[src/irbk_pkg.sv]
// shared types, constants and lookup functions for the ir bi-phase keypad decoder
package irbk_pkg;

    // width of the interval and unit fields, and of the serial divider
    localparam int DIV_W = 24;

    // event kind codes on the result channel
    localparam logic [1:0] KIND_INVALID = 2'd0;
    localparam logic [1:0] KIND_FIRST   = 2'd1;
    localparam logic [1:0] KIND_REPLACE = 2'd2;
    localparam logic [1:0] KIND_COMMIT  = 2'd3;

    // input action codes
    localparam logic ACT_EDGE  = 1'b0;
    localparam logic ACT_FRAME = 1'b1;

    // commands from the controller to the datapath
    typedef struct packed {
        logic load_in;    // capture the edge item and start the divider
        logic div_step;   // one restoring divide step
        logic round_q;    // round the quotient and size the slot run
        logic fill_step;  // write one half-bit slot
        logic frame_out;  // decode the key, update multitap, load result
    } irbk_cmd_t;

    // status from the datapath to the controller
    typedef struct packed {
        logic div_last;   // divider is on its final step
        logic fill_zero;  // no slots left to write
        logic out_busy;   // result register holds an untaken result
    } irbk_sts_t;

    // symbol from a slot pair: 01 gives 1, 10 gives 0, anything else -1
    function automatic logic signed [1:0] symbol_of(input logic a, input logic b);
        logic signed [1:0] s;
        if (!a && b) begin
            s = 2'sd1;
        end else if (a && !b) begin
            s = 2'sd0;
        end else begin
            s = -2'sd1;
        end
        return s;
    endfunction

    // number of letters on a key
    function automatic logic [2:0] set_size(input logic [3:0] k);
        logic [2:0] n;
        case (k)
            4'd7, 4'd9: n = 3'd4;
            4'd0, 4'd1: n = 3'd1;
            default:    n = 3'd3;
        endcase
        return n;
    endfunction

    // letter for a key and tap index
    function automatic logic [7:0] letter_of(input logic [3:0] k, input logic [1:0] tap);
        logic [7:0] c;
        case ({k, tap})
            {4'd0, 2'd0}: c = " ";
            {4'd2, 2'd0}: c = "a";
            {4'd2, 2'd1}: c = "b";
            {4'd2, 2'd2}: c = "c";
            {4'd3, 2'd0}: c = "d";
            {4'd3, 2'd1}: c = "e";
            {4'd3, 2'd2}: c = "f";
            {4'd4, 2'd0}: c = "g";
            {4'd4, 2'd1}: c = "h";
            {4'd4, 2'd2}: c = "i";
            {4'd5, 2'd0}: c = "j";
            {4'd5, 2'd1}: c = "k";
            {4'd5, 2'd2}: c = "l";
            {4'd6, 2'd0}: c = "m";
            {4'd6, 2'd1}: c = "n";
            {4'd6, 2'd2}: c = "o";
            {4'd7, 2'd0}: c = "p";
            {4'd7, 2'd1}: c = "q";
            {4'd7, 2'd2}: c = "r";
            {4'd7, 2'd3}: c = "s";
            {4'd8, 2'd0}: c = "t";
            {4'd8, 2'd1}: c = "u";
            {4'd8, 2'd2}: c = "v";
            {4'd9, 2'd0}: c = "w";
            {4'd9, 2'd1}: c = "x";
            {4'd9, 2'd2}: c = "y";
            {4'd9, 2'd3}: c = "z";
            default:      c = 8'h00;
        endcase
        return c;
    endfunction

endpackage

[src/irbk_ctrl.sv]
// sequencing state machine for the ir bi-phase keypad decoder
module irbk_ctrl (
    input  logic               aclk,
    input  logic               aresetn,
    input  logic               s_valid,
    input  logic               s_action,
    output logic               s_ready,
    input  irbk_pkg::irbk_sts_t sts,
    output irbk_pkg::irbk_cmd_t cmd
);
    import irbk_pkg::*;

    typedef enum logic [4:0] {
        ST_IDLE  = 5'b00001,
        ST_DIV   = 5'b00010,
        ST_ROUND = 5'b00100,
        ST_FILL  = 5'b01000,
        ST_FRAME = 5'b10000
    } state_t;

    state_t state_reg, state_next;

    // state register
    always_ff @(posedge aclk) begin
        if (!aresetn) begin
            state_reg <= ST_IDLE;
        end else begin
            state_reg <= state_next;
        end
    end

    // next state and commands
    always_comb begin
        state_next = state_reg;
        cmd        = '0;
        s_ready    = 1'b0;
        case (state_reg)
            ST_IDLE: begin
                s_ready = 1'b1;
                if (s_valid) begin
                    if (s_action == ACT_FRAME) begin
                        state_next = ST_FRAME;
                    end else begin
                        cmd.load_in = 1'b1;
                        state_next  = ST_DIV;
                    end
                end
            end
            ST_DIV: begin
                cmd.div_step = 1'b1;
                if (sts.div_last) begin
                    state_next = ST_ROUND;
                end
            end
            ST_ROUND: begin
                cmd.round_q = 1'b1;
                state_next  = ST_FILL;
            end
            ST_FILL: begin
                if (sts.fill_zero) begin
                    state_next = ST_IDLE;
                end else begin
                    cmd.fill_step = 1'b1;
                end
            end
            ST_FRAME: begin
                // wait for the result register to free up
                if (!sts.out_busy) begin
                    cmd.frame_out = 1'b1;
                    state_next    = ST_IDLE;
                end
            end
            default: begin
                state_next = ST_IDLE;
            end
        endcase
    end

endmodule

[src/irbk_datapath.sv]
// divider, half-bit slot buffer, key decode, multitap state and result register
module irbk_datapath #(
    parameter int SLOT_COUNT = 84
) (
    input  logic                         aclk,
    input  logic                         aresetn,
    input  irbk_pkg::irbk_cmd_t          cmd,
    output irbk_pkg::irbk_sts_t          sts,
    input  logic [irbk_pkg::DIV_W-1:0]   unit_ticks,
    input  logic [irbk_pkg::DIV_W-1:0]   s_interval_ticks,
    output logic                         m_valid,
    input  logic                         m_ready,
    output logic [1:0]                   m_event_kind,
    output logic signed [4:0]            m_key_value,
    output logic [7:0]                   m_current_letter,
    output logic [7:0]                   m_committed_letter,
    output logic [15:0]                  m_position
);
    import irbk_pkg::*;

    localparam int FW    = $clog2(SLOT_COUNT + 1);
    localparam int IW    = $clog2(SLOT_COUNT);
    localparam int CW    = $clog2(DIV_W);
    localparam int NSYM  = (SLOT_COUNT + 1) / 2;
    localparam int BASE  = 2 * (NSYM - 4);
    localparam logic [FW-1:0] SLOTS_F = FW'(SLOT_COUNT);
    localparam logic [CW-1:0] DIV_LAST = CW'(DIV_W - 1);

    // divider state
    logic [DIV_W-1:0] dvd_reg;
    logic [DIV_W-1:0] rem_reg;
    logic [DIV_W-1:0] div_reg;
    logic [CW-1:0]    cnt_reg;

    // slot buffer state
    logic [SLOT_COUNT-1:0] slot_reg;
    logic [FW-1:0]         fill_reg;
    logic [FW-1:0]         n_reg;
    logic                  parity_reg;
    logic                  wval_reg;

    // multitap state
    logic [3:0]  prev_key_reg;
    logic        seen_reg;
    logic [1:0]  tap_reg;
    logic [7:0]  letter_reg;
    logic [15:0] done_reg;

    // result register
    logic        out_valid_reg;
    logic [1:0]  out_kind_reg;
    logic [4:0]  out_key_reg;
    logic [7:0]  out_cur_reg;
    logic [7:0]  out_com_reg;
    logic [15:0] out_pos_reg;

    // restoring divide step
    logic [DIV_W:0] trial;
    assign trial = {rem_reg, dvd_reg[DIV_W-1]} - {1'b0, div_reg};

    // rounding and run length
    logic             round_up;
    logic [DIV_W:0]   q_rnd;
    logic [FW-1:0]    room;
    logic [FW-1:0]    run_len;
    assign round_up = ({rem_reg, 1'b0} >= {1'b0, div_reg});
    assign q_rnd    = {1'b0, dvd_reg} + {{DIV_W{1'b0}}, round_up};
    assign room     = SLOTS_F - fill_reg;
    assign run_len  = (q_rnd < {{(DIV_W + 1 - FW){1'b0}}, room}) ? q_rnd[FW-1:0] : room;

    // key decode from the last four symbols, slots at or past the fill count read zero
    logic [SLOT_COUNT:0]  slot_ext;
    logic signed [1:0]    sy0, sy1, sy2, sy3;
    logic signed [4:0]    key;
    always_comb begin
        slot_ext = '0;
        for (int i = 0; i < SLOT_COUNT; i++) begin
            slot_ext[i] = slot_reg[i] && (fill_reg > FW'(i));
        end
    end
    assign sy0 = symbol_of(slot_ext[BASE],     slot_ext[BASE + 1]);
    assign sy1 = symbol_of(slot_ext[BASE + 2], slot_ext[BASE + 3]);
    assign sy2 = symbol_of(slot_ext[BASE + 4], slot_ext[BASE + 5]);
    assign sy3 = symbol_of(slot_ext[BASE + 6], slot_ext[BASE + 7]);
    assign key = (5'(sy0) <<< 3) + (5'(sy1) <<< 2) + (5'(sy2) <<< 1) + 5'(sy3);

    // multitap update
    logic        key_ok;
    logic [3:0]  k;
    logic [2:0]  tap_inc;
    logic [1:0]  tap_new;
    logic [1:0]  kind_new;
    logic [7:0]  com_new;
    logic [15:0] done_new;
    logic [7:0]  letter_new;
    assign key_ok = (key == 5'sd0) || ((key >= 5'sd2) && (key <= 5'sd9));
    assign k       = key[3:0];
    assign tap_inc = {1'b0, tap_reg} + 3'd1;

    always_comb begin
        tap_new  = tap_reg;
        kind_new = KIND_INVALID;
        com_new  = 8'h00;
        done_new = done_reg;
        if (key_ok) begin
            if (!seen_reg) begin
                kind_new = KIND_FIRST;
                tap_new  = 2'd0;
            end else if (k == prev_key_reg) begin
                kind_new = KIND_REPLACE;
                tap_new  = (tap_inc >= set_size(k)) ? 2'd0 : tap_inc[1:0];
            end else begin
                kind_new = KIND_COMMIT;
                com_new  = letter_reg;
                done_new = done_reg + 16'd1;
                tap_new  = 2'd0;
            end
        end
    end
    assign letter_new = key_ok ? letter_of(k, tap_new) : letter_reg;

    // divider registers
    always_ff @(posedge aclk) begin
        if (!aresetn) begin
            cnt_reg <= '0;
        end else if (cmd.load_in) begin
            cnt_reg <= '0;
        end else if (cmd.div_step) begin
            cnt_reg <= cnt_reg + CW'(1);
        end
    end

    always_ff @(posedge aclk) begin
        if (cmd.load_in) begin
            dvd_reg <= s_interval_ticks;
            rem_reg <= '0;
            div_reg <= (unit_ticks == '0) ? DIV_W'(1) : unit_ticks;
        end else if (cmd.div_step) begin
            if (!trial[DIV_W]) begin
                rem_reg <= trial[DIV_W-1:0];
                dvd_reg <= {dvd_reg[DIV_W-2:0], 1'b1};
            end else begin
                rem_reg <= {rem_reg[DIV_W-2:0], dvd_reg[DIV_W-1]};
                dvd_reg <= {dvd_reg[DIV_W-2:0], 1'b0};
            end
        end
    end

    // slot buffer, one slot written per fill step
    always_ff @(posedge aclk) begin
        if (cmd.fill_step) begin
            slot_reg[fill_reg[IW-1:0]] <= wval_reg;
        end
    end

    // fill count, run length and edge parity
    always_ff @(posedge aclk) begin
        if (!aresetn) begin
            fill_reg   <= '0;
            n_reg      <= '0;
            parity_reg <= 1'b0;
            wval_reg   <= 1'b0;
        end else if (cmd.frame_out) begin
            fill_reg   <= '0;
            n_reg      <= '0;
            parity_reg <= 1'b0;
        end else if (cmd.round_q) begin
            n_reg      <= run_len;
            wval_reg   <= parity_reg;
            parity_reg <= ~parity_reg;
        end else if (cmd.fill_step) begin
            fill_reg <= fill_reg + FW'(1);
            n_reg    <= n_reg - FW'(1);
        end
    end

    // multitap state
    always_ff @(posedge aclk) begin
        if (!aresetn) begin
            prev_key_reg <= '0;
            seen_reg     <= 1'b0;
            tap_reg      <= '0;
            letter_reg   <= '0;
            done_reg     <= '0;
        end else if (cmd.frame_out && key_ok) begin
            prev_key_reg <= k;
            seen_reg     <= 1'b1;
            tap_reg      <= tap_new;
            letter_reg   <= letter_new;
            done_reg     <= done_new;
        end
    end

    // result register, held until the transfer completes
    always_ff @(posedge aclk) begin
        if (!aresetn) begin
            out_valid_reg <= 1'b0;
        end else if (cmd.frame_out) begin
            out_valid_reg <= 1'b1;
        end else if (m_ready) begin
            out_valid_reg <= 1'b0;
        end
    end

    always_ff @(posedge aclk) begin
        if (cmd.frame_out) begin
            out_kind_reg <= kind_new;
            out_key_reg  <= key;
            out_cur_reg  <= letter_new;
            out_com_reg  <= com_new;
            out_pos_reg  <= done_new;
        end
    end

    // status back to the controller
    assign sts.div_last  = (cnt_reg == DIV_LAST);
    assign sts.fill_zero = (n_reg == '0);
    assign sts.out_busy  = out_valid_reg && !m_ready;

    assign m_valid            = out_valid_reg;
    assign m_event_kind       = out_kind_reg;
    assign m_key_value        = out_key_reg;
    assign m_current_letter   = out_cur_reg;
    assign m_committed_letter = out_com_reg;
    assign m_position         = out_pos_reg;

endmodule

[src/ir_biphase_keypad_multitap.sv]
// top level of the ir bi-phase remote decoder with multitap letter entry
//
// Input channel (s_): one transfer per IR event. action 0 carries the tick
// interval since the previous edge; action 1 marks the end of a frame.
// Result channel (m_): one transfer per frame end with event kind, decoded
// key value, current and committed letter, and committed letter count.
// Edge items give no result.
// Config: APB register 0 at address 0, unit_ticks (24 bit, reset 22550).
// Processing: an edge item passes through the bit-serial restoring divider
// (one quotient bit per cycle), then writes n half-bit slots, one slot per
// cycle, where n is at most SLOT_COUNT.
// A frame end waits in the frame state while the output register holds an
// untaken result; its result is then loaded into the output register.
// Reset empties the slot buffer (fill count to zero) and clears the
// multitap state and the result valid flag.
// A stalled result stays in the output register; edge items keep being
// taken meanwhile, and a frame end waits only until that result is taken.
module ir_biphase_keypad_multitap #(
    parameter int SLOT_COUNT = 84
) (
    input  logic                       aclk,
    input  logic                       aresetn,
    // input channel
    input  logic                       s_valid,
    output logic                       s_ready,
    input  logic                       s_action,
    input  logic [irbk_pkg::DIV_W-1:0] s_interval_ticks,
    // result channel
    output logic                       m_valid,
    input  logic                       m_ready,
    output logic [1:0]                 m_event_kind,
    output logic signed [4:0]          m_key_value,
    output logic [7:0]                 m_current_letter,
    output logic [7:0]                 m_committed_letter,
    output logic [15:0]                m_position,
    // configuration port
    input  logic                       psel,
    input  logic                       penable,
    input  logic                       pwrite,
    input  logic [2:0]                 paddr,
    input  logic [31:0]                pwdata,
    output logic [31:0]                prdata,
    output logic                       pready
);
    import irbk_pkg::*;

    localparam logic [DIV_W-1:0] UNIT_RESET = DIV_W'(22550);
    localparam logic             ADDR_UNIT  = 1'b0;

    logic [DIV_W-1:0] unit_reg;
    irbk_cmd_t        cmd;
    irbk_sts_t        sts;

    // configuration register
    always_ff @(posedge aclk) begin
        if (!aresetn) begin
            unit_reg <= UNIT_RESET;
        end else if (psel && penable && pwrite && (paddr[2] == ADDR_UNIT)) begin
            unit_reg <= pwdata[DIV_W-1:0];
        end
    end

    assign pready = 1'b1;
    assign prdata = (paddr[2] == ADDR_UNIT) ? {{(32 - DIV_W){1'b0}}, unit_reg} : 32'h0;

    irbk_ctrl u_ctrl (
        .aclk     (aclk),
        .aresetn  (aresetn),
        .s_valid  (s_valid),
        .s_action (s_action),
        .s_ready  (s_ready),
        .sts      (sts),
        .cmd      (cmd)
    );

    irbk_datapath #(
        .SLOT_COUNT (SLOT_COUNT)
    ) u_datapath (
        .aclk               (aclk),
        .aresetn            (aresetn),
        .cmd                (cmd),
        .sts                (sts),
        .unit_ticks         (unit_reg),
        .s_interval_ticks   (s_interval_ticks),
        .m_valid            (m_valid),
        .m_ready            (m_ready),
        .m_event_kind       (m_event_kind),
        .m_key_value        (m_key_value),
        .m_current_letter   (m_current_letter),
        .m_committed_letter (m_committed_letter),
        .m_position         (m_position)
    );

endmodule

[config.mk]
export PLATFORM = sky130hd
export DESIGN_NAME = ir_biphase_keypad_multitap
export DESIGN_NICKNAME = d
export VERILOG_FILES = /design/src/irbk_pkg.sv /design/src/irbk_ctrl.sv /design/src/irbk_datapath.sv /design/src/ir_biphase_keypad_multitap.sv
export SDC_FILE = /design/constraint.sdc
export NUM_CORES = 1
export LEC_CHECK = 0
export ABC_CLOCK_PERIOD_IN_PS = 5400
export BUFFER_PORTS_ARGS = -buffer_cell sky130_fd_sc_hd__buf_2
export CORE_ASPECT_RATIO = 0.8
export CORE_MARGIN = 4
export CORE_UTILIZATION = 54
export CTS_CLUSTER_DIAMETER = 60
export DETAILED_ROUTE_END_ITERATION = 10
export MAX_ROUTING_LAYER = met4
export PLACE_DENSITY_LB_ADDON = 0.3
export RECOVER_POWER = 100
export SYNTH_ARGS = -nofsm -noshare
export SYNTH_HDL_FRONTEND = slang
export SYNTH_SLANG_ARGS = --single-unit
[constraint.sdc]
create_clock -name aclk -period 5.4 [get_ports aclk]
set_input_delay 0.54 -clock aclk [delete_from_list [all_inputs] [get_ports aclk]]
set_output_delay 0.54 -clock aclk [all_outputs]
set_load 0.02 [all_outputs]
==> qor.yml <==
via_per_inst: 5.58
r2r-end: "u_datapath.m_current_letter[0]"
endpoint_kind: "register"
whs_ps: 248
cts_tree: "built"
fp.dieH_um: 140
dp.cells: 1672
area_growth_pct: 16.0
violations: "capacitance limit, slew limit, setup timing"
r2r_cells: 19
drv_slew: 66
yosys.area.top_type_share_pct: 24.2
nets: 1555
yosys_register_bits: 201
yosysWarnings: 0
hp-class: "in -> reg"
relSlewSlack_pct: -79.0
root_buffer: "clkbuf_16"
coreArea_mm2: 0.0215
clkTransAtPathRegs_ps: 60
gr-total-overflow: 0
cts_sinks: 201
clockBufferDepth: 3
max_clock_freq_mhz: 179
fp.dieW_um: 173
io_buffers: 121
hold_viol: 0
antenna_found_initial: 0
async_flop_share_pct: 0
die_area_mm2: 0.0243
synth_cells: 1311
cts_inserted_buffers: 22
cp-start-kind: "register"
p_int_mw: 2.61
r2r-start: "u_datapath.fill_reg[5]"
worstSetupStartpoint: "u_datapath.fill_reg[5]"
avgSynthCellArea_um2: 8.98
yosys-top-cells-area: "edfxtp_1, dfxtp_1, nand2_1"
power_switching_share_pct: 23.9
period_needed_ps: 5590
synth_edf_count: 95
rsz0062_at_grt: "true"
status: "finished with violations"
vias: 9589
setup_viol: 12
htreeDepth: 1
r2r_slack_ps: -190
vdd_drop_max_mv: 0.209
grt_max_degree: 66
p_comb_share_pct: 8.1
syn_area_mm2: 0.0118
grt_pass1_vias: 9230
drtIter0Drc: 617
wl_per_cell_um: 16.2
seqPwrFrac_pct: 48.9
skew_ps: 11.9
synth_top_area_cell: "edfxtp_1"
p_total_mw: 3.42
tightest_slew_ps: 2690
p_sw_mw: 0.818
synth_cell_type_count: 88
ios: 141
fin_ws_ps: -192
drive_gt1_share_pct: 16.8
first_pass_iters: 5
hpwl_mm: 20.0
layout.cells.non_filler: 1718
pwr-share-clk_pct: 43.0
synthFlopType: "dfxtp_1"
p_leak_nw: 5.49
netlist_top_cells_count: "nand2_1, dfxtp_1, edfxtp_1"
crit_fanout: 5
finalWirelength_mm: 27.8
pre_cts_ws_ps: -399
fillCellCount: 1840
drc: 0
num_rows: 48
clkLatencyLatePin_ps: 510
max-cap-violations: 1
postRouteAntennaNets: 0
grt_pass1_wl_mm: 46.2
ys_seq_area_share_pct: 42.2
p_per_area_mw_per_mm2: 251
start_util_pct: 54.8
n_antenna_cell: 0
fin_crit_sh_pct: 104
gp_congestion: 0.908
cp-endpoint: "u_datapath.m_current_letter[0]"
hold_buffers: 0
required_ps: 5650
track_usage_pct: 23.2
critical_path_class: "reg -> reg"
synth_most_common_cell: "nand2_1"
critPathArrivalTime_ps: 5840
[placed cells by master, fill, tap and decap left out, types with 20 or more instances in the layout]
cell | synthesis | final
and2_1 | 26 | 26
nor2b_1 | 40 | 37
clkbuf_16 | 0 | 25
a21boi_0 | 31 | 30
xnor2_1 | 44 | 44
xor2_1 | 36 | 36
edfxtp_1 | 95 | 95
mux2i_1 | 22 | 22
buf_4 | 12 | 52
nand4_1 | 20 | 20
ha_1 | 57 | 47
nand3_1 | 47 | 47
dfxtp_1 | 106 | 99
o21ai_0 | 50 | 44
inv_1 | 62 | 58
a21oi_1 | 52 | 44
nand2_1 | 217 | 216
nor3_1 | 24 | 24
nor2_1 | 74 | 69
buf_2 | 6 | 67
clkbuf_1 | 70 | 62
[through the flow]
| stage | TNS, ps | cell area (um^2) | util, % |
|---|---|---|---|
| after floorplan | -658 | 11900 | - |
| after global placement | -1830 | 12800 | 59.6 |
| after detailed placement | -3510 | 12800 | 59.6 |
| after CTS | -581 | 13600 | 63.4 |
| after global routing | -4170 | 13700 | 63.5 |
| final | -1460 | 13700 | 63.5 |
[power by group through the flow]
stage | clock network, mW | logic (mW) | registers, mW
floorplan | 0 | 0.196 | 1.70
global placement | 0 | 0.266 | 1.71
detailed placement | 0 | 0.274 | 1.71
CTS | 1.51 | 0.277 | 1.67
global route | 1.56 | 0.308 | 1.68
finish | 1.47 | 0.276 | 1.67
[critical path, stage by stage, from the launching register on]
cell,delay (ps)
dfxtp_4,370
a211o_1,310
o211a_1,270
ha_4,260
fa_1,570
fa_1,460
ha_4,290
or3b_4,380
a21o_1,170
ha_1,260
nand2b_4,140
a21oi_2,140
o2111ai_2,130
o41a_1,550
ha_2,220
nor2b_4,130
nor2_2,110
o21ai_1,70
a32o_2,260
mux2_4,250
[logic make-up (layout without fill, tap and decap cells)]
kind of cell / count (synthesis) / count (layout) / share of synthesized area, %
simple gates: 534 / 534 / 22.5
compound gates: 249 / 249 / 14.3
flops: 201 / 201 / 42.2
buf+inv: 154 / 279 / 5.48
xor+xnor: 82 / 82 / 6.29
fa+ha+maj: 61 / 61 / 6.73
mux: 28 / 28 / 2.44
other cells: 2 / 9 / 0.0638
[area by class of cell]
cell class | count | area (um^2) | area share (%)
multi-input cells | 963 | 6410 | 46.9
repair buffers | 176 | 962 | 7.04
flip-flops and latches | 201 | 4990 | 36.6
inverters | 63 | 236 | 1.73
clock inverters | 5 | 31.3 | 0.229
clock buffers | 35 | 683 | 5.00
well taps | 275 | 344 | 2.52
[routing by layer]
layer / up-vias / track usage [%] / part of all wire [%] / wire (um)
met5: - / - / 0 / 0
met4: 0 / 5.12 / 2.0 / 543
met3: 44 / 2.94 / 4.3 / 1190
met2: 224 / 36.8 / 46 / 12700
met1: 4531 / 32.2 / 48 / 13300
li1: 4790 / - / - / -
[worst min-delay path by stage]
stage	from	to	slack (ps)	cells after the start
2_1_floorplan	u_datapath.rem_reg[14]	u_datapath.rem_reg[14]	440	2
3_3_place_gp	u_datapath.rem_reg[9]	u_datapath.rem_reg[9]	460	2
3_5_place_dp	u_datapath.rem_reg[14]	u_datapath.rem_reg[14]	470	2
4_1_cts	pwdata[1]	unit_reg[1]	230	3
5_1_grt	pwdata[4]	unit_reg[4]	250	3
6_report	pwdata[1]	unit_reg[1]	250	3
[timing repair]
| action | 4_1_cts | 5_1_grt |
|---|---|---|
| gates resized for setup | 28 | 22 |
| endpoints found under the setup margin | 14 | 21 |
| endpoints found under the hold margin | 0 | 0 |
| buffers inserted | 4 | 2 |
| pin swaps | 38 | 17 |
Power figures use the tool's default switching activity.
